`src/rtl/mtfd_pkg.sv`:
```
// Package for the multi-tap fractional delay with feedback.
// Sizes, register indexes, controller states, command/status structs, helpers.
// No dependencies.
`default_nettype none
package mtfd_pkg;

  localparam int DEPTH       = 65536;
  localparam int ADDR_W      = $clog2(DEPTH);
  localparam int TAPS        = 4;
  localparam int TAP_IDX_W   = $clog2(TAPS);
  localparam int SAMPLE_BITS = 16;
  localparam int GAIN_W      = 16;
  localparam int DELAY_W     = 24;
  localparam int FRAC_W      = 8;
  localparam int LEN_W       = 17;
  localparam int NTAPS_W     = 3;
  localparam int CFG_ADDR_W  = 8;
  localparam int CFG_DATA_W  = 17;

  // datapath widths
  localparam int DIFF_W  = SAMPLE_BITS + 1;
  localparam int BLEND_W = SAMPLE_BITS + FRAC_W + 2;
  localparam int PROD_W  = BLEND_W + GAIN_W;
  localparam int ACC_W   = PROD_W + 2;
  localparam int T_W     = ACC_W - FRAC_W;
  localparam int XD_W    = SAMPLE_BITS + GAIN_W;
  localparam int TF_W    = T_W + GAIN_W;
  localparam int OSUM_W  = T_W + 1;
  localparam int SSUM_W  = TF_W + 1;
  localparam int SAT_W   = SSUM_W - 28;

  localparam logic [CFG_ADDR_W-1:0] CFG_ACTIVE_TAPS = CFG_ADDR_W'(0);
  localparam logic [CFG_ADDR_W-1:0] CFG_LINE_LENGTH = CFG_ADDR_W'(1);

  localparam logic [NTAPS_W-1:0] ACTIVE_TAPS_RST = NTAPS_W'(1);
  localparam logic [LEN_W-1:0]   LINE_LENGTH_RST = LEN_W'(48000);

  typedef struct packed {
    logic signed [SAMPLE_BITS-1:0] in_sample;
    logic signed [GAIN_W-1:0]      dry_gain;
    logic signed [GAIN_W-1:0]      feedback_gain;
    logic [TAPS-1:0][DELAY_W-1:0]  tap_delay;
    logic [TAPS-1:0][GAIN_W-1:0]   tap_gain;
  } item_t;

  typedef enum logic [3:0] {
    S_IDLE,
    S_TAP,
    S_RD_HI,
    S_BLEND,
    S_PROD,
    S_ACC,
    S_FIN_T,
    S_FIN_M,
    S_FIN_W
  } state_t;

  typedef struct packed {
    logic load_item;
    logic tap_next;
    logic rd_lo;
    logic rd_hi;
    logic blend;
    logic prod;
    logic acc_add;
    logic fin_t;
    logic fin_m;
    logic fin_w;
  } cmd_t;

  typedef struct packed {
    logic taps_zero;
    logic tap_ok;
    logic tap_last;
    logic out_busy;
  } status_t;

  typedef struct packed {
    logic                          hit;
    logic signed [SAMPLE_BITS-1:0] val;
  } sat_t;

  // clamp to the signed sample range
  function automatic sat_t sat_sample(input logic signed [SAT_W-1:0] x);
    sat_t r;
    r.hit = 1'b0;
    r.val = SAMPLE_BITS'(x);
    if (x > SAT_W'(2**(SAMPLE_BITS-1) - 1)) begin
      r.hit = 1'b1;
      r.val = {1'b0, {(SAMPLE_BITS-1){1'b1}}};
    end else if (x < -SAT_W'(2**(SAMPLE_BITS-1))) begin
      r.hit = 1'b1;
      r.val = {1'b1, {(SAMPLE_BITS-1){1'b0}}};
    end
    return r;
  endfunction

endpackage
`default_nettype wire

```
`src/rtl/mtfd_dp.sv`:
```
// Datapath: item and config registers, line addressing, blend, MAC, mix,
// saturation and output register. Depends on mtfd_pkg; drives mtfd_ram.
`default_nettype none
module mtfd_dp (
  input  wire logic                               clk,
  input  wire logic                               rst,
  input  wire mtfd_pkg::cmd_t                     cmd,
  output mtfd_pkg::status_t                       status,
  input  wire mtfd_pkg::item_t                    item,
  input  wire logic                               cfg_we,
  input  wire logic [mtfd_pkg::CFG_ADDR_W-1:0]    cfg_addr,
  input  wire logic [mtfd_pkg::CFG_DATA_W-1:0]    cfg_data,
  output logic                                    ram_we,
  output logic [mtfd_pkg::ADDR_W-1:0]             ram_addr,
  output logic [mtfd_pkg::SAMPLE_BITS-1:0]        ram_wdata,
  input  wire logic [mtfd_pkg::SAMPLE_BITS-1:0]   ram_rdata,
  output logic                                    out_valid,
  input  wire logic                               out_ready,
  output logic signed [mtfd_pkg::SAMPLE_BITS-1:0] out_sample,
  output logic                                    clipped
);
  import mtfd_pkg::*;

  // config and line state
  logic [NTAPS_W-1:0] active_taps;
  logic [LEN_W-1:0]   line_length;
  logic [ADDR_W-1:0]  write_index;
  logic               wrapped;

  // item and working registers
  item_t                         itm;
  logic [TAP_IDX_W-1:0]          tap_idx;
  logic                          rvalid;
  logic signed [SAMPLE_BITS-1:0] h0;
  logic signed [BLEND_W-1:0]     v;
  logic signed [PROD_W-1:0]      prod;
  logic signed [ACC_W-1:0]       acc;
  logic signed [T_W-1:0]         t;
  logic signed [XD_W-1:0]        xd;
  logic signed [TF_W-1:0]        tf;
  logic signed [SAMPLE_BITS-1:0] o_val;
  logic                          o_hit;

  logic [NTAPS_W-1:0]            n_taps;
  logic [LEN_W-1:0]              eff_len;
  logic [DELAY_W-1:0]            d;
  logic [ADDR_W-1:0]             k;
  logic [FRAC_W-1:0]             f;
  logic [ADDR_W-1:0]             addr_lo;
  logic [ADDR_W-1:0]             addr_hi;
  logic [ADDR_W-1:0]             rd_addr;
  logic                          rd_written;
  logic signed [SAMPLE_BITS-1:0] h;
  logic signed [DIFF_W-1:0]      diff;
  logic signed [OSUM_W-1:0]      o_sum;
  logic signed [SSUM_W-1:0]      s_sum;
  sat_t                          o_sat;
  sat_t                          s_sat;

  assign n_taps  = (active_taps > NTAPS_W'(TAPS)) ? NTAPS_W'(TAPS) : active_taps;
  assign eff_len = (line_length > LEN_W'(DEPTH)) ? LEN_W'(DEPTH) : line_length;
  assign d       = itm.tap_delay[tap_idx];
  assign k       = d[DELAY_W-1:FRAC_W];
  assign f       = d[FRAC_W-1:0];
  assign addr_lo = write_index - k;
  assign addr_hi = write_index - k - ADDR_W'(1);
  assign rd_addr = cmd.rd_hi ? addr_hi : addr_lo;
  // entries never written since reset read as zero
  assign rd_written = wrapped || (rd_addr < write_index);

  assign status.taps_zero = (n_taps == '0);
  assign status.tap_ok    = ((LEN_W'(k) + LEN_W'(1)) <= eff_len);
  assign status.tap_last  = ((NTAPS_W'(tap_idx) + NTAPS_W'(1)) >= n_taps);
  assign status.out_busy  = out_valid && !out_ready;

  assign h    = rvalid ? signed'(ram_rdata) : '0;
  assign diff = DIFF_W'(h) - DIFF_W'(h0);

  assign o_sum = OSUM_W'(xd) + OSUM_W'(t) + OSUM_W'(2**13);
  assign o_sat = sat_sample(SAT_W'(o_sum >>> 14));
  assign s_sum = (SSUM_W'(itm.in_sample) <<< 28) + SSUM_W'(tf) + SSUM_W'(2**27);
  assign s_sat = sat_sample(SAT_W'(s_sum >>> 28));

  assign ram_we    = cmd.fin_w;
  assign ram_addr  = cmd.fin_w ? write_index : rd_addr;
  assign ram_wdata = s_sat.val;

  always_ff @(posedge clk) begin
    if (rst) begin
      active_taps <= ACTIVE_TAPS_RST;
      line_length <= LINE_LENGTH_RST;
      write_index <= '0;
      wrapped     <= 1'b0;
      out_valid   <= 1'b0;
    end else begin
      if (cfg_we && cfg_addr == CFG_ACTIVE_TAPS) begin
        active_taps <= cfg_data[NTAPS_W-1:0];
      end
      if (cfg_we && cfg_addr == CFG_LINE_LENGTH) begin
        line_length <= cfg_data[LEN_W-1:0];
      end
      if (out_valid && out_ready) begin
        out_valid <= 1'b0;
      end
      if (cmd.fin_w) begin
        out_valid   <= 1'b1;
        write_index <= write_index + ADDR_W'(1);
        if (write_index == ADDR_W'(DEPTH - 1)) begin
          wrapped <= 1'b1;
        end
      end
    end
  end

  always_ff @(posedge clk) begin
    if (cmd.load_item) begin
      itm     <= item;
      tap_idx <= '0;
      acc     <= '0;
    end
    if (cmd.tap_next) begin
      tap_idx <= tap_idx + TAP_IDX_W'(1);
    end
    if (cmd.rd_lo || cmd.rd_hi) begin
      rvalid <= rd_written;
    end
    if (cmd.rd_hi) begin
      h0 <= h;
    end
    if (cmd.blend) begin
      // h(k)*256 + (h(k+1) - h(k))*f
      v <= (BLEND_W'(h0) <<< FRAC_W) + BLEND_W'(diff) * BLEND_W'(signed'({1'b0, f}));
    end
    if (cmd.prod) begin
      prod <= PROD_W'(v) * PROD_W'(signed'(itm.tap_gain[tap_idx]));
    end
    if (cmd.acc_add) begin
      acc <= acc + ACC_W'(prod);
    end
    if (cmd.fin_t) begin
      t  <= T_W'((acc + ACC_W'(2**(FRAC_W-1))) >>> FRAC_W);
      xd <= XD_W'(itm.in_sample) * XD_W'(itm.dry_gain);
    end
    if (cmd.fin_m) begin
      tf    <= TF_W'(t) * TF_W'(itm.feedback_gain);
      o_val <= o_sat.val;
      o_hit <= o_sat.hit;
    end
    if (cmd.fin_w) begin
      out_sample <= o_val;
      clipped    <= o_hit || s_sat.hit;
    end
  end

endmodule
`default_nettype wire
```
`config.mk`:
```
export PLATFORM = sky130hd
export DESIGN_NAME = mtfd_dp
export DESIGN_NICKNAME = d
export VERILOG_FILES = /design/src/rtl/mtfd_pkg.sv /design/src/rtl/mtfd_dp.sv
export SDC_FILE = /design/constraint.sdc
export NUM_CORES = 2
export LEC_CHECK = 0
export BUFFER_PORTS_ARGS = -buffer_cell sky130_fd_sc_hd__buf_4
export CAP_MARGIN = 30
export CORE_ASPECT_RATIO = 0.6
export CORE_UTILIZATION = 40
export CTS_CLUSTER_SIZE = 10
export DETAILED_ROUTE_END_ITERATION = 10
export SYNTH_ARGS = -nofsm -noshare
export SYNTH_HDL_FRONTEND = slang
export SYNTH_SLANG_ARGS = --single-unit
```
`constraint.sdc`:
```
create_clock -name clk -period 16.3 [get_ports clk]
set_input_delay 1.63 -clock clk [delete_from_list [all_inputs] [get_ports clk]]
set_output_delay 1.63 -clock clk [all_outputs]
set_load 0.01 [all_outputs]
```
==> impl_metrics.sql <==
INSERT INTO impl_metrics (metric_group, metric, value, unit) VALUES
('timing', 'slew_headroom', '29.0', '%'),
('yosys', 'yosys_register_bits', '504', ''),
('routing', 'via_per_inst', '5.05', ''),
('routing', 'wire_per_inst', '18.9', 'um'),
('timing', 'rsz0062_at_grt', 'false', ''),
('timing', 'finalSetupTns', '0', 'ns'),
('floorplanning', 'overall_die_area', '186000', 'um2'),
('clocking', 'h_tree_level_count', '3', ''),
('critical_path', 'r2r_setup_slack', '6.67', 'ns'),
('worst_hold_path', 'hold_path.startpoint', 'o_val[5]', ''),
('yosys', 'post_synthesis_cell_area', '73700', 'um2'),
('placed_design', 'portBuffers', '317', ''),
('clocking', 'clock_path_buffers', '3', ''),
('yosys', 'async_flop_share', '0', '%'),
('critical_path', 'worst-path-max-fanout', '39', ''),
('yosys', 'synth.cells.most_frequent', 'sky130_fd_sc_hd__inv_1 (1563), sky130_fd_sc_hd__fa_1 (1334), sky130_fd_sc_hd__nand2_1 (977)', ''),
('yosys', 'post_synth_num_cell_types', '89', ''),
('timing', 'final.setup_skew', '0.0441', 'ns'),
('timing', 'worst_pin_slew', '1.06', 'ns'),
('worst_hold_path', 'worst_hold_class', 'register to register', ''),
('critical_path', 'worst_setup_path_start_kind', 'register', ''),
('yosys', 'yosysWarningCount', '0', ''),
('critical_path', 'category_of_the_critical_setup_timing_path', 'register to register', ''),
('grt', 'gr-usage-met3', '4.33', '%'),
('grt', 'grtUsageTotal', '21.3', '%'),
('critical_path', 'worst-endpoint-arrival', '10.15', 'ns'),
('yosys', 'synthCells', '7403', ''),
('yosys', 'post_synth.cell_area_avg', '9.95', 'um2'),
('yosys', 'synth_area_leaders', 'sky130_fd_sc_hd__fa_1 (36%), sky130_fd_sc_hd__edfxtp_1 (19%), sky130_fd_sc_hd__ha_1 (9.6%), sky130_fd_sc_hd__inv_1 (8.0%), sky130_fd_sc_hd__nand2_1 (5.0%)', ''),
('routing', 'totalWireLength', '191000', 'um'),
('critical_path', 'max_stage_delay', '0.95', 'ns'),
('clocking', 'cts_buffers', '68', ''),
('yosys', 'yosysMostFrequentCell', 'sky130_fd_sc_hd__inv_1', ''),
('floorplanning', 'num_io_pins', '318', ''),
('floorplanning', 'die_h', '334', 'um'),
('worst_hold_path', 'worst_hold_path.endpoint', 'out_sample[5]', ''),
('timing', 'finalHoldViolCount', '0', ''),
('timing', 'finalMaxSlewViolations', '0', ''),
('final_layout', 'total_nets_final', '9769', ''),
('placed_design', 'hpwl', '153000', 'um'),
('routing', 'vias', '51000', ''),
('routing', 'drt_iter0_markers', '3816', ''),
('timing', 'period_share', '59.1', '%'),
('final_layout', 'post_route_cells_drive_above_1_share', '7.31', '%'),
('timing', 'f_max', '104', 'MHz'),
('critical_path', 'critical_path.most_common_cell', 'sky130_fd_sc_hd__fa_1', ''),
('clocking', 'cts-root-buf', 'sky130_fd_sc_hd__clkbuf_16', ''),
('final_layout', 'n_fill_cell', '17300', ''),
('clocking', 'tritoncts', 'yes', ''),
('final_layout', 'final_design_area_no_fill', '80800', 'um2'),
('critical_path', 'ff_to_ff_end', 'prod[38]', ''),
('floorplanning', 'row_count', '121', ''),
('floorplanning', 'start_util', '40.4', '%'),
('timing', 'hold_slack', '0.398', 'ns'),
('yosys', 'yosysSeqAreaShare', '20.0', '%'),
('grt', 'grt_max_degree', '81', ''),
('timing', 'setup_viol_count_final', '0', ''),
('yosys', 'synth_fp_nets', '9566', ''),
('routing', 'antenna_violation_net_count_after_detailed_routing', '0', ''),
('final_layout', 'area_growth_syn_to_layout', '9.70', '%'),
('status', 'outcome', 'finished clean', ''),
('grt', 'antenna_found_initial', '7', ''),
('placed_design', 'placedInstanceArea', '78600', 'um2'),
('grt', 'number_of_global_route_vias_before_repair', '53900', ''),
('clocking', 'clock_latency', '0.69', 'ns'),
('critical_path', 'worstReg2RegStart', 'tap_idx[0]', ''),
('grt', 'grt.busiest_layer', 'met1', ''),
('grt', 'globalRouteMet1Util', '33.3', '%'),
('grt', 'globalRoute.totalOverflow', '0', ''),
('clocking', 'cts.clk_slew.worst_paths', '0.05', 'ns'),
('grt', 'grt_pass1_wl', '308000', 'um');
## worst max-delay path by stage
stage | slack [ns] | depth (start not counted) | from | endpoint
after CTS | 6.87 | 28 | tap_idx[0] | prod[38]
after detailed placement | 6.54 | 35 | ram_rdata[1] | v[25]
after global placement | 6.66 | 35 | ram_rdata[1] | v[25]
after floorplan | 7.64 | 33 | ram_rdata[0] | v[25]
after global routing | 6.36 | 28 | tap_idx[0] | prod[38]
final | 6.67 | 28 | tap_idx[0] | prod[38]
## registers in the layout, indices dropped and copies added (netlist names), 2 cells and up
name	flops
xd	32
v	26
line_length	17
acc	44
active_taps	3
out_sample	16
h0	16
tap_idx	2
t	36
itm	208
tf	25
o_val	16
prod	42
write_index	16
## per-layer routing
metal	part of all wire (%)	routed length, um	up-vias
li1	-	-	23300
met1	50	95000	25900
met2	41	78200	1685
met3	8.3	15900	136
met4	1.2	2310	4
met5	0.016	31	-
## cell type report
type	instances	area, um2	area share [%]
multi-input combinational	5100	52100	64.5
timing repair buffer	368	2860	3.54
tap	2460	3080	3.81
sequential	504	14800	18.3
antenna	4	10.0	0.0124
clock inverter	26	342	0.423
clock buffer	84	1770	2.19
inverter	1564	5870	7.27
## cells by family after synthesis
| family | synth area share (%) |
|---|---|
| buffers and inverters | 9.22 |
| flip-flops | 20.0 |
| AO/OA/AOI/OAI | 5.87 |
| adder cells (fa/ha/maj) | 45.9 |
| AND/OR/NAND/NOR | 13.8 |
| multiplexers | 1.47 |
| XOR/XNOR | 3.69 |
## worst max-delay path: cells and delay by family (launching register included)
family	cells	cell delay, ns
adder cells (fa/ha/maj)	7	3.38
AO/OA/AOI/OAI	7	2.34
AND/OR/NAND/NOR	6	1.21
buffers and inverters	7	1.12
multiplexers	1	0.95
flip-flops	1	0.38
## stage by stage
step / setup slack [ns] / util, % / std cells
after floorplan: 7.64 / - / 7403
after global placement: 6.66 / 43.1 / 9991
after detailed placement: 6.54 / 43.1 / 9992
after CTS: 6.87 / 44.3 / 10100
after global routing: 6.36 / 44.4 / 10100
final: 6.67 / 44.4 / 10100
## cells in the final DEF (no fill, tap or decap), drive strengths merged, types with 133 or more instances in the layout
master,count
a21oi,191
and2,468
buf,367
edfxtp,466
fa,1334
ha,566
inv,1568
nand2,978
nor2,331
o21ai,133
xnor2,206
Power is not shown: default switching activity piles up to over one toggle a cycle in this logic, so the estimate is an artifact.
