### config.mk
export PLATFORM = sky130hd
export DESIGN_NAME = mtfd_ctrl
export DESIGN_NICKNAME = d
export VERILOG_FILES = /design/src/rtl/mtfd_pkg.sv /design/src/rtl/mtfd_ctrl.sv
export SDC_FILE = /design/constraint.sdc
export NUM_CORES = 1
export LEC_CHECK = 0
export BUFFER_PORTS_ARGS = -buffer_cell sky130_fd_sc_hd__buf_2
export CORE_AREA = 4 4 41 43
export CTS_CLUSTER_SIZE = 30
export DETAILED_ROUTE_END_ITERATION = 10
export DIE_AREA = 0 0 45 47
export SETUP_SLACK_MARGIN = 0.2
export SYNTH_ARGS = -nofsm -noshare
export SYNTH_HDL_FRONTEND = slang
export SYNTH_SLANG_ARGS = --single-unit
### constraint.sdc
create_clock -name clk -period 2.6 [get_ports clk]
set_clock_uncertainty 0.1 [all_clocks]
set_input_delay 0.52 -clock clk [delete_from_list [all_inputs] [get_ports clk]]
set_output_delay 0.52 -clock clk [all_outputs]
set_load 0.005 [all_outputs]
### src/rtl/mtfd_pkg.sv
// Package for the multi-tap fractional delay with feedback.
// Sizes, register indexes, controller states, command/status structs, helpers.
// No dependencies.
`default_nettype none
package mtfd_pkg;

  localparam int DEPTH       = 65536;
  localparam int ADDR_W      = $clog2(DEPTH);
  localparam int TAPS        = 4;
  localparam int TAP_IDX_W   = $clog2(TAPS);
  localparam int SAMPLE_BITS = 16;
  localparam int GAIN_W      = 16;
  localparam int DELAY_W     = 24;
  localparam int FRAC_W      = 8;
  localparam int LEN_W       = 17;
  localparam int NTAPS_W     = 3;
  localparam int CFG_ADDR_W  = 8;
  localparam int CFG_DATA_W  = 17;

  // datapath widths
  localparam int DIFF_W  = SAMPLE_BITS + 1;
  localparam int BLEND_W = SAMPLE_BITS + FRAC_W + 2;
  localparam int PROD_W  = BLEND_W + GAIN_W;
  localparam int ACC_W   = PROD_W + 2;
  localparam int T_W     = ACC_W - FRAC_W;
  localparam int XD_W    = SAMPLE_BITS + GAIN_W;
  localparam int TF_W    = T_W + GAIN_W;
  localparam int OSUM_W  = T_W + 1;
  localparam int SSUM_W  = TF_W + 1;
  localparam int SAT_W   = SSUM_W - 28;

  localparam logic [CFG_ADDR_W-1:0] CFG_ACTIVE_TAPS = CFG_ADDR_W'(0);
  localparam logic [CFG_ADDR_W-1:0] CFG_LINE_LENGTH = CFG_ADDR_W'(1);

  localparam logic [NTAPS_W-1:0] ACTIVE_TAPS_RST = NTAPS_W'(1);
  localparam logic [LEN_W-1:0]   LINE_LENGTH_RST = LEN_W'(48000);

  typedef struct packed {
    logic signed [SAMPLE_BITS-1:0] in_sample;
    logic signed [GAIN_W-1:0]      dry_gain;
    logic signed [GAIN_W-1:0]      feedback_gain;
    logic [TAPS-1:0][DELAY_W-1:0]  tap_delay;
    logic [TAPS-1:0][GAIN_W-1:0]   tap_gain;
  } item_t;

  typedef enum logic [3:0] {
    S_IDLE,
    S_TAP,
    S_RD_HI,
    S_BLEND,
    S_PROD,
    S_ACC,
    S_FIN_T,
    S_FIN_M,
    S_FIN_W
  } state_t;

  typedef struct packed {
    logic load_item;
    logic tap_next;
    logic rd_lo;
    logic rd_hi;
    logic blend;
    logic prod;
    logic acc_add;
    logic fin_t;
    logic fin_m;
    logic fin_w;
  } cmd_t;

  typedef struct packed {
    logic taps_zero;
    logic tap_ok;
    logic tap_last;
    logic out_busy;
  } status_t;

  typedef struct packed {
    logic                          hit;
    logic signed [SAMPLE_BITS-1:0] val;
  } sat_t;

  // clamp to the signed sample range
  function automatic sat_t sat_sample(input logic signed [SAT_W-1:0] x);
    sat_t r;
    r.hit = 1'b0;
    r.val = SAMPLE_BITS'(x);
    if (x > SAT_W'(2**(SAMPLE_BITS-1) - 1)) begin
      r.hit = 1'b1;
      r.val = {1'b0, {(SAMPLE_BITS-1){1'b1}}};
    end else if (x < -SAT_W'(2**(SAMPLE_BITS-1))) begin
      r.hit = 1'b1;
      r.val = {1'b1, {(SAMPLE_BITS-1){1'b0}}};
    end
    return r;
  endfunction

endpackage
`default_nettype wire

### src/rtl/mtfd_ctrl.sv
// Controller: sequences tap reads, blend, multiply-accumulate and final mix.
// Depends on mtfd_pkg.
`default_nettype none
module mtfd_ctrl (
  input  wire logic              clk,
  input  wire logic              rst,
  input  wire logic              in_valid,
  output logic                   in_ready,
  input  wire mtfd_pkg::status_t status,
  output mtfd_pkg::cmd_t         cmd
);
  import mtfd_pkg::*;

  state_t state, state_next;

  always_ff @(posedge clk) begin
    if (rst) begin
      state <= S_IDLE;
    end else begin
      state <= state_next;
    end
  end

  always_comb begin
    state_next = state;
    cmd        = '0;
    in_ready   = 1'b0;
    case (state)
      S_IDLE: begin
        in_ready = 1'b1;
        if (in_valid) begin
          cmd.load_item = 1'b1;
          state_next    = status.taps_zero ? S_FIN_T : S_TAP;
        end
      end
      S_TAP: begin
        if (status.tap_ok) begin
          cmd.rd_lo  = 1'b1;
          state_next = S_RD_HI;
        end else if (status.tap_last) begin
          state_next = S_FIN_T;
        end else begin
          cmd.tap_next = 1'b1;
        end
      end
      S_RD_HI: begin
        cmd.rd_hi  = 1'b1;
        state_next = S_BLEND;
      end
      S_BLEND: begin
        cmd.blend  = 1'b1;
        state_next = S_PROD;
      end
      S_PROD: begin
        cmd.prod   = 1'b1;
        state_next = S_ACC;
      end
      S_ACC: begin
        cmd.acc_add = 1'b1;
        if (status.tap_last) begin
          state_next = S_FIN_T;
        end else begin
          cmd.tap_next = 1'b1;
          state_next   = S_TAP;
        end
      end
      S_FIN_T: begin
        cmd.fin_t  = 1'b1;
        state_next = S_FIN_M;
      end
      S_FIN_M: begin
        cmd.fin_m  = 1'b1;
        state_next = S_FIN_W;
      end
      S_FIN_W: begin
        // wait for the output register to free up
        if (!status.out_busy) begin
          cmd.fin_w  = 1'b1;
          state_next = S_IDLE;
        end
      end
      default: begin
        state_next = S_IDLE;
      end
    endcase
  end

endmodule
`default_nettype wire

==> out/metrics.cfg, run 1 <==
[layout]
multi_input_comb_area_um2=249.0
max_reg_flops=4
fillCellCount=145
design_area_um2=459.2
antenna-diode-count=0
num-nets-final=73
regMostFlops=state
syn_to_final_growth_pct=28.32
seqCellArea_um2=80.08
post-route-util_pct=35.29
largest_registers=state x4
drive_gt1_share_pct=34.38

[min_path]
hold_path_class=input port to register
worstHoldEndpoint=state[3]
hold_path.startpoint=rst
hold_path_depth=2

[logic_synthesis]
async_flop_share_pct=0
post_syn_area_per_cell_um2=7.455
post_synth_most_frequent_cells=sky130_fd_sc_hd__nor2_1 (5), sky130_fd_sc_hd__nor2b_1 (5), sky130_fd_sc_hd__dfxtp_1 (4), sky130_fd_sc_hd__nand2b_1 (4), sky130_fd_sc_hd__nor3_1 (4)
yosys_register_bits=4
top_flip_flop_cell_by_instance_count_after_synthesis=sky130_fd_sc_hd__dfxtp_1
seq_area_frac_synth_pct=22.38
synth.top_cell.area_share_pct=22.38
yosysTopAreaCell=sky130_fd_sc_hd__dfxtp_1
ys.warnings.count=0
syn_inst=48
synthesis.area_um2=357.8
synth_enable_flop_cells=0
synthTopCellsByArea=sky130_fd_sc_hd__dfxtp_1 (22%), sky130_fd_sc_hd__nor2b_1 (8.7%), sky130_fd_sc_hd__nand2b_1 (7.0%)
syn_nets=55
synthDistinctLibCells=24

[power_and_ir_drop]
total_leakage_power_nw=0.2276
vdd_drop_max_mv=0.2748
power_density_nw_per_um2=830.2

[clock_tree]
cts_clk_pin_slew_worst_paths_ns=0.04
cts-root-to-sink-buffers=2
cts_root_buf=sky130_fd_sc_hd__clkbuf_4
cts_tree=done
cts_resized=0
cts-htree-levels=1
cts_hold_repair.buffers=0
post-cts-setup-buffers=0
worst_skew_pair.late_latency_ns=0.23
inserted_clock_buffers=3
tritoncts_num_sinks=4

[placed_design]
numPortBuffers=17
routabilityCongestion=0.7753
dpl_worst_slack_ns=0.7921
postPlaceCellArea_um2=436.7
dpl.hpwl_um=676.8

[sta]
max_slew.worst_pin.slew_ns=0.4632
fin_tns_setup_ns=0
post-route-worst-setup-slack_ns=0.5375
final_min_period_over_clock_period_pct=79.33
hold_viol=0
slew_headroom_pct=69.08
unrepaired_setup_endpoints_after_global_routing=no
fmaxAchievable_mhz=484.9
timing_max_transition_violations_final=0
timing.hold.ws_ns=0.3830
final_period_minus_worst_setup_slack_ns=2.062
setup_viol=0

[flow_run]
drv_cap=0

[routing]
drt_wl_total_um=878
routed_via_density=4.937
drt.antenna.violating_nets=0
drt-wirelength-per-cell_um=11.11
route.detailed.drc=0
drt_pass_1_iters=4
detailedRoute.firstIterationViolations=3
dr_vias=390

[global_route]
grt_first_pass_wirelength_mm=1.442
grt_pass1_vias=343
overflow=0
grt_usage_pct=9.629
grt_max_degree=16
grt_antenna_before_repair=0

[floorplan]
fp.dieH_um=47
core_ar_um2=1301
fp.dieArea_um2=2115
core.rowCount=13
floorplan.initialDensity_pct=27.50
dieWidth_um=45
floorplan.io_pins=18

[setup_path]
cp-end-kind=primary output
path_class=register to primary output
reg_to_reg_critical_path_endpoint=state[2]
worst_ep_required_time_ns=1.98
crit_path_max_fanout=15
rrSetupSlack_ns=0.94
crit_path_start_kind=register
arrival_ns=1.44
launch_point_of_the_worst_reg_to_reg_path=state[0]
worst_r2r_path_depth=3

[status]
result_of_the_run=finished clean

final cells by class:
class | instances | area share (%)
repair buffers | 17 | 18.53
flip-flops and latches | 4 | 17.44
multi-input cells | 39 | 54.22
inverters | 1 | 0.8174
well taps | 15 | 4.087
clock buffers | 3 | 4.905
how the worst max path moves through the flow:
stage / slack, ns / from / to / depth (start not counted)
after floorplan: 1.02 / state[2] / cmd[9] / 3
after detailed placement: 0.79 / state[0] / cmd[7] / 3
after global placement: 0.80 / state[0] / cmd[7] / 3
final: 0.54 / state[0] / cmd[7] / 3
after CTS: 0.53 / state[0] / cmd[7] / 3
after global routing: 0.37 / state[0] / cmd[7] / 3
critical path, cell delays in order (launching register included):
cell	delay (ns)
sky130_fd_sc_hd__dfxtp_1	0.57
sky130_fd_sc_hd__nand2b_1	0.18
sky130_fd_sc_hd__nor4b_1	0.30
sky130_fd_sc_hd__buf_2	0.16
cells by family (layout without fill, tap and decap cells):
kind of cell,Yosys count,in the layout,share of synthesized area [%]
flops,4,4,22.38
buf+inv,5,21,8.040
compound gates,9,9,19.93
simple gates,30,30,49.65
routing by layer:
metal	track usage [%]	wire length (um)	vias to the layer above
met5	0	0	-
met4	8.772	9	0
met3	1.533	58	2
met2	14.69	421	12
met1	11.56	388	172
li1	-	-	204
stage by stage:
step,power (W),std cells
global placement,0.0003083,76
CTS,0.0003890,79
floorplan,0.0002513,48
global route,0.0004142,79
detailed placement,0.0003095,76
finish,0.0003812,79
cells in the final DEF, fill, tap and decap left out, drive strengths merged:
| cell type | count |
|---|---|
| nor2 | 5 |
| nor4b | 1 |
| o2bb2ai | 2 |
| a21oi | 2 |
| clkbuf | 3 |
| o21ai | 2 |
| a211oi | 1 |
| inv | 1 |
| and2 | 1 |
| nor4 | 2 |
| nor2b | 5 |
| nor3 | 4 |
| and3 | 1 |
| nand2 | 3 |
| buf | 17 |
| nand2b | 4 |
| nand3 | 1 |
| nand4b | 1 |
| or4b | 1 |
| o211a | 2 |
| nor4bb | 1 |
| dfxtp | 4 |
report_power, final:
| group | leakage, nW | total (W) | switching [W] | internal, W |
|---|---|---|---|---|
| logic | 0.181 | 0.000172 | 0.0000767 | 0.0000954 |
| registers | 0.0329 | 0.000133 | 0.0000546 | 0.0000785 |
| clock network | 0.0138 | 0.0000759 | 0.0000244 | 0.0000516 |
(Power assumes the default switching activity.)
==> run 2, diff against run 1 <==
==> constraint.sdc (replaced) <==
create_clock -name clk -period 2.15 [get_ports clk]
set_clock_uncertainty 0.1 [all_clocks]
set_input_delay 0.43 -clock clk [delete_from_list [all_inputs] [get_ports clk]]
set_output_delay 0.43 -clock clk [all_outputs]
set_load 0.005 [all_outputs]
==> out/metrics.cfg, run 2 (synthesis results as in run 1) <==
[status]
result_of_the_run=finished clean

[global_route]
grt_usage_pct=9.005  ; -0.62 points
grt_first_pass_wirelength_mm=1.400  ; -2.9%
grt_antenna_before_repair=0  ; unchanged
grt_pass1_vias=333  ; -2.9%
overflow=0  ; unchanged
grt_max_degree=16  ; unchanged

[clock_tree]
inserted_clock_buffers=3  ; unchanged
cts-root-to-sink-buffers=2  ; unchanged
cts_root_buf=sky130_fd_sc_hd__clkbuf_4
cts_clk_pin_slew_worst_paths_ns=0.04  ; about the same
cts-htree-levels=1  ; unchanged
post-cts-setup-buffers=0  ; unchanged
tritoncts_num_sinks=4  ; unchanged
worst_skew_pair.late_latency_ns=0.23  ; about the same
cts_hold_repair.buffers=0  ; unchanged
cts_tree=done

[min_path]
hold_path_class=input port to register

[placed_design]
dpl.hpwl_um=660.3  ; -2.4%
postPlaceCellArea_um2=436.7  ; unchanged
routabilityCongestion=0.7855  ; +1.3%
numPortBuffers=17  ; unchanged

[routing]
drt-wirelength-per-cell_um=10.86  ; -2.3%
route.detailed.drc=0  ; unchanged
detailedRoute.firstIterationViolations=7  ; +4
routed_via_density=4.962  ; +0.51%
dr_vias=392  ; +0.51%
drt_wl_total_um=858  ; -2.3%
drt_pass_1_iters=2  ; -2
drt.antenna.violating_nets=0  ; unchanged

[setup_path]
path_class=register to primary output
cp-end-kind=primary output
crit_path_max_fanout=12  ; -3
arrival_ns=1.30  ; -0.14 ns
crit_path_start_kind=register
worst_ep_required_time_ns=1.62  ; -0.36 ns

[layout]
antenna-diode-count=0  ; unchanged
most-common-layout-cells=sky130_fd_sc_hd__buf_2 (17), sky130_fd_sc_hd__nor2_1 (5), sky130_fd_sc_hd__nor2b_1 (5)
mostFrequentLayoutCell=sky130_fd_sc_hd__buf_2
max_reg_flops=4  ; unchanged
post-route-util_pct=36.06  ; +0.77 points
design_area_um2=469.2  ; +2.2%
seqCellArea_um2=82.58  ; +3.1%
multi_input_comb_area_um2=256.5  ; +3.0%
largest_registers=state x4
regMostFlops=state
num-nets-final=73  ; unchanged
drive_gt1_share_pct=39.06  ; +4.7 points
fillCellCount=156  ; +7.6%
syn_to_final_growth_pct=31.12

[sta]
setup_viol=0  ; unchanged
final_min_period_over_clock_period_pct=85.19
fmaxAchievable_mhz=546.0
timing.hold.ws_ns=0.2946  ; -0.08847 ns
hold_viol=0  ; unchanged
final_period_minus_worst_setup_slack_ns=1.832
unrepaired_setup_endpoints_after_global_routing=no
max_slew.worst_pin.slew_ns=0.3883  ; -0.07484 ns
timing_max_transition_violations_final=0  ; unchanged
fin_tns_setup_ns=0  ; unchanged
slew_headroom_pct=74.08  ; +5.0 points

[floorplan]
floorplan.initialDensity_pct=27.50  ; unchanged
fp.dieArea_um2=2115  ; unchanged
core.rowCount=13  ; unchanged
dieWidth_um=45  ; unchanged
floorplan.io_pins=18  ; unchanged
core_ar_um2=1301  ; unchanged
fp.dieH_um=47  ; unchanged

[flow_run]
drv_cap=0  ; unchanged

[power_and_ir_drop]
vdd_drop_max_mv=0.3827  ; +39%
total_leakage_power_nw=0.2310  ; +1.5%
power_density_nw_per_um2=1015  ; +22%

run 2: cell counts in the layout (fill, tap and decap cells not counted):
Identical to the previous run, type by type.
run 2: area by class of cell:
class / instances / share of cell area, %
well taps: 15 / 4.000
clock buffers: 3 / 4.800
repair buffers: 17 / 18.13
inverters: 1 / 0.8000
flip-flops and latches: 4 / 17.60
multi-input cells: 39 / 54.67
run 2: repair_timing:
item	in CTS	in global routing
hold endpoints to repair	0	0
endpoints found under the setup margin	1	3
gates resized for setup	1	2
pin swaps	0	0
run 2: worst max-delay path: stages (launching register included):
cell	delay, ns
sky130_fd_sc_hd__dfxtp_1	0.42
sky130_fd_sc_hd__nand2b_4	0.21
sky130_fd_sc_hd__nor4b_1	0.28
sky130_fd_sc_hd__buf_2	0.16
run 2: through the flow:
stage | setup WS, ns | total power [W] | instances
2_1_floorplan | 0.6569 | 0.0003040 | 48
3_3_place_gp | 0.4341 | 0.0003728 | 76
3_5_place_dp | 0.4154 | 0.0003714 | 76
4_1_cts | 0.2442 | 0.0004705 | 79
5_1_grt | 0.2208 | 0.0005238 | 79
6_report | 0.3184 | 0.0004763 | 79
run 2: worst paths after layout:
path | start | end | slack [ns] | cells past startpoint
max reg2reg | state[2] | state[2] | 0.64 | 3
max | state[2] | cmd[7] | 0.32 | 3
min reg2reg | state[3] | state[3] | 0.51 | 2
min | rst | state[0] | 0.29 | 2
run 2: metal layers:
| layer | GRT usage [%] | wire, um | vias up | share of wire, % |
|---|---|---|---|---|
| met1 | 11.59 | 398 | 175 | 46 |
| met2 | 12.99 | 396 | 10 | 46 |
| li1 | - | - | 207 | - |
| met5 | 0 | 0 | - | 0 |
| met4 | 7.018 | 0 | 0 | 0 |
| met3 | 1.916 | 63 | 0 | 7.3 |
run 2: power by group:
group | leakage [nW] | switching, W | internal [W]
clock | 0.0138 | 0.0000311 | 0.0000625
combinational | 0.184 | 0.0000938 | 0.000123
sequential | 0.0335 | 0.0000682 | 0.0000980
total | 0.231 | 0.000193 | 0.000283
==> run 3, diff against run 2 <==
==> constraint.sdc (replaced) <==
create_clock -name clk -period 2.1 [get_ports clk]
set_clock_uncertainty 0.1 [all_clocks]
set_input_delay 0.42 -clock clk [delete_from_list [all_inputs] [get_ports clk]]
set_output_delay 0.42 -clock clk [all_outputs]
set_load 0.005 [all_outputs]
==> out/metrics.cfg, run 3 (synthesis results as in run 1) <==
[power_and_ir_drop]
p_total_w=0.0004878  ; +2.4%
vdd_drop_max_mv=0.3497  ; -8.6%
power_frac_clock_pct=19.3  ; -0.3 points
power.combinational.fraction_pct=45.3  ; -0.2 points
share_seq_of_total_power_pct=35.4  ; +0.5 points
power.switching_w=0.0001979  ; +2.5%
cell_internal_pwr_w=0.0002899  ; +2.3%
sw_frac_of_total_pct=40.58  ; +0.046 points
total_leakage_power_nw=0.2310  ; unchanged
power_density_nw_per_um2=1040  ; +2.4%

[global_route]
grt_antenna_before_repair=0  ; unchanged
grt_max_degree=16  ; unchanged
overflow=0  ; unchanged
grt_usage_pct=9.313  ; +0.31 points
grt_first_pass_wirelength_mm=1.504  ; +7.4%
grt_pass1_vias=369  ; +11%

[routing]
drt.antenna.violating_nets=0  ; unchanged
drt-wirelength-per-cell_um=11.04  ; +1.6%
route.detailed.drc=0  ; unchanged
drt_pass_1_iters=4  ; +2
routed_via_density=5.000  ; +0.77%
drt_wl_total_um=872  ; +1.6%
detailedRoute.firstIterationViolations=7  ; unchanged
dr_vias=395  ; +0.77%

[setup_path]
path_class=register to primary output
cp-end-kind=primary output
worst_r2r_path_depth=3  ; unchanged
crit_path_start_kind=register
arrival_ns=1.27  ; -0.03 ns
critical_path.cell_chain=nand2b_4, nor4b_1, buf_2
slowest_stage_cell_crit_path=sky130_fd_sc_hd__dfxtp_1
crit_path_max_fanout=12  ; unchanged
worst_ep_required_time_ns=1.58  ; -0.04 ns
worstPathBufferInverterCount=1  ; unchanged
critical_path_depth=3  ; unchanged
worst_path_dominant_cell_family=simple AND/OR/NAND/NOR gates
timing.critical_path.slowest_cell_delay_ns=0.42  ; about the same

[clock_tree]
worst_skew_pair.late_latency_ns=0.23  ; about the same
post-cts-setup-buffers=0  ; unchanged
cts-root-to-sink-buffers=2  ; unchanged
cts_tree=done
cts-htree-levels=1  ; unchanged
cts_root_buf=sky130_fd_sc_hd__clkbuf_4
cts_clk_pin_slew_worst_paths_ns=0.04  ; about the same
inserted_clock_buffers=3  ; unchanged
tritoncts_num_sinks=4  ; unchanged

[layout]
most-common-layout-cells=sky130_fd_sc_hd__buf_2 (17), sky130_fd_sc_hd__nor2_1 (5), sky130_fd_sc_hd__nor2b_1 (5)
final_cells=79  ; unchanged
num-nets-final=73  ; unchanged
syn_to_final_growth_pct=31.12  ; unchanged
fillCellCount=154  ; -1.3%
multi_input_comb_area_um2=256.5  ; unchanged
drive_gt1_share_pct=39.06  ; unchanged
mostFrequentLayoutCell=sky130_fd_sc_hd__buf_2
seqCellArea_um2=82.58  ; unchanged
max_reg_flops=4  ; unchanged
antenna-diode-count=0  ; unchanged
design_area_um2=469.2  ; unchanged
largest_registers=state x4
regMostFlops=state

[sta]
max_slew.worst_pin.slew_ns=0.4021  ; +0.01383 ns
setup_viol=0  ; unchanged
timing_max_transition_violations_final=0  ; unchanged
fmaxAchievable_mhz=557.4
final_period_minus_worst_setup_slack_ns=1.794
final_min_period_over_clock_period_pct=85.42
unrepaired_setup_endpoints_after_global_routing=no
fin_tns_setup_ns=0  ; unchanged
hold_viol=0  ; unchanged
slew_headroom_pct=73.15  ; -0.92 points

[min_path]
hold_path_depth=2  ; unchanged
hold_path_class=input port to register

[placed_design]
dpl.hpwl_um=662.3  ; +0.30%
routabilityCongestion=0.7859  ; about the same
postPlaceCellArea_um2=436.7  ; unchanged
numPortBuffers=17  ; unchanged
place_inst=76  ; unchanged

[floorplan]
dieWidth_um=45  ; unchanged
core_ar_um2=1301  ; unchanged
floorplan.io_pins=18  ; unchanged
fp.dieH_um=47  ; unchanged
floorplan.initialDensity_pct=27.50  ; unchanged
fp.dieArea_um2=2115  ; unchanged
core.rowCount=13  ; unchanged

[status]
result_of_the_run=finished clean

[flow_run]
drv_cap=0  ; unchanged

-- run 3: cell counts in the layout (fill, tap and decap cells not counted) --
No cell type changed its count.
-- run 3: worst paths after layout --
check | slack (ns) | endpoint | from
setup reg to reg | 0.59 | state[1] | state[2]
hold / removal | 0.29 | state[3] | rst
setup / recovery | 0.31 | cmd[7] | state[2]
hold reg to reg | 0.51 | state[3] | state[3]
-- run 3: layer usage --
| layer | up-vias | track usage [%] | wire, um |
|---|---|---|---|
| met1 | 179 | 12.02 | 398 |
| met2 | 10 | 14.41 | 416 |
| met5 | - | 0 | 0 |
| met3 | 0 | 1.916 | 57 |
| met4 | 0 | 5.263 | 0 |
| li1 | 206 | - | - |
-- run 3: area by class of cell --
cell class	count	share of cell area (%)
repair buffers	17	18.13
clock buffers	3	4.800
flip-flops and latches	4	17.60
multi-input cells	39	54.67
inverters	1	0.8000
well taps	15	4.000
-- run 3: power groups by stage --
stage / Sequential, W / Clock (W) / Combinational, W
2_1_floorplan: 0.000115 / 0 / 0.000196
3_3_place_gp: 0.000166 / 0 / 0.000216
3_5_place_dp: 0.000167 / 0 / 0.000216
4_1_cts: 0.000168 / 0.0000990 / 0.000217
5_1_grt: 0.000183 / 0.000106 / 0.000249
6_report: 0.000173 / 0.0000943 / 0.000221
-- run 3: through the flow --
stage / hold WS [ns] / setup WS [ns] / util (%)
floorplan: 0.3891 / 0.6169 / -
global placement: 0.4980 / 0.3946 / 33.56
detailed placement: 0.5035 / 0.3764 / 33.56
CTS: 0.2838 / 0.2169 / 35.38
global route: 0.2987 / 0.2119 / 36.06
finish: 0.2890 / 0.3061 / 36.06
-- run 3: what timing repair did --
action                     in CTS  in global routing
setup endpoints to repair       1                  6
hold buffers                    0                  0
gates resized for setup         1                  2
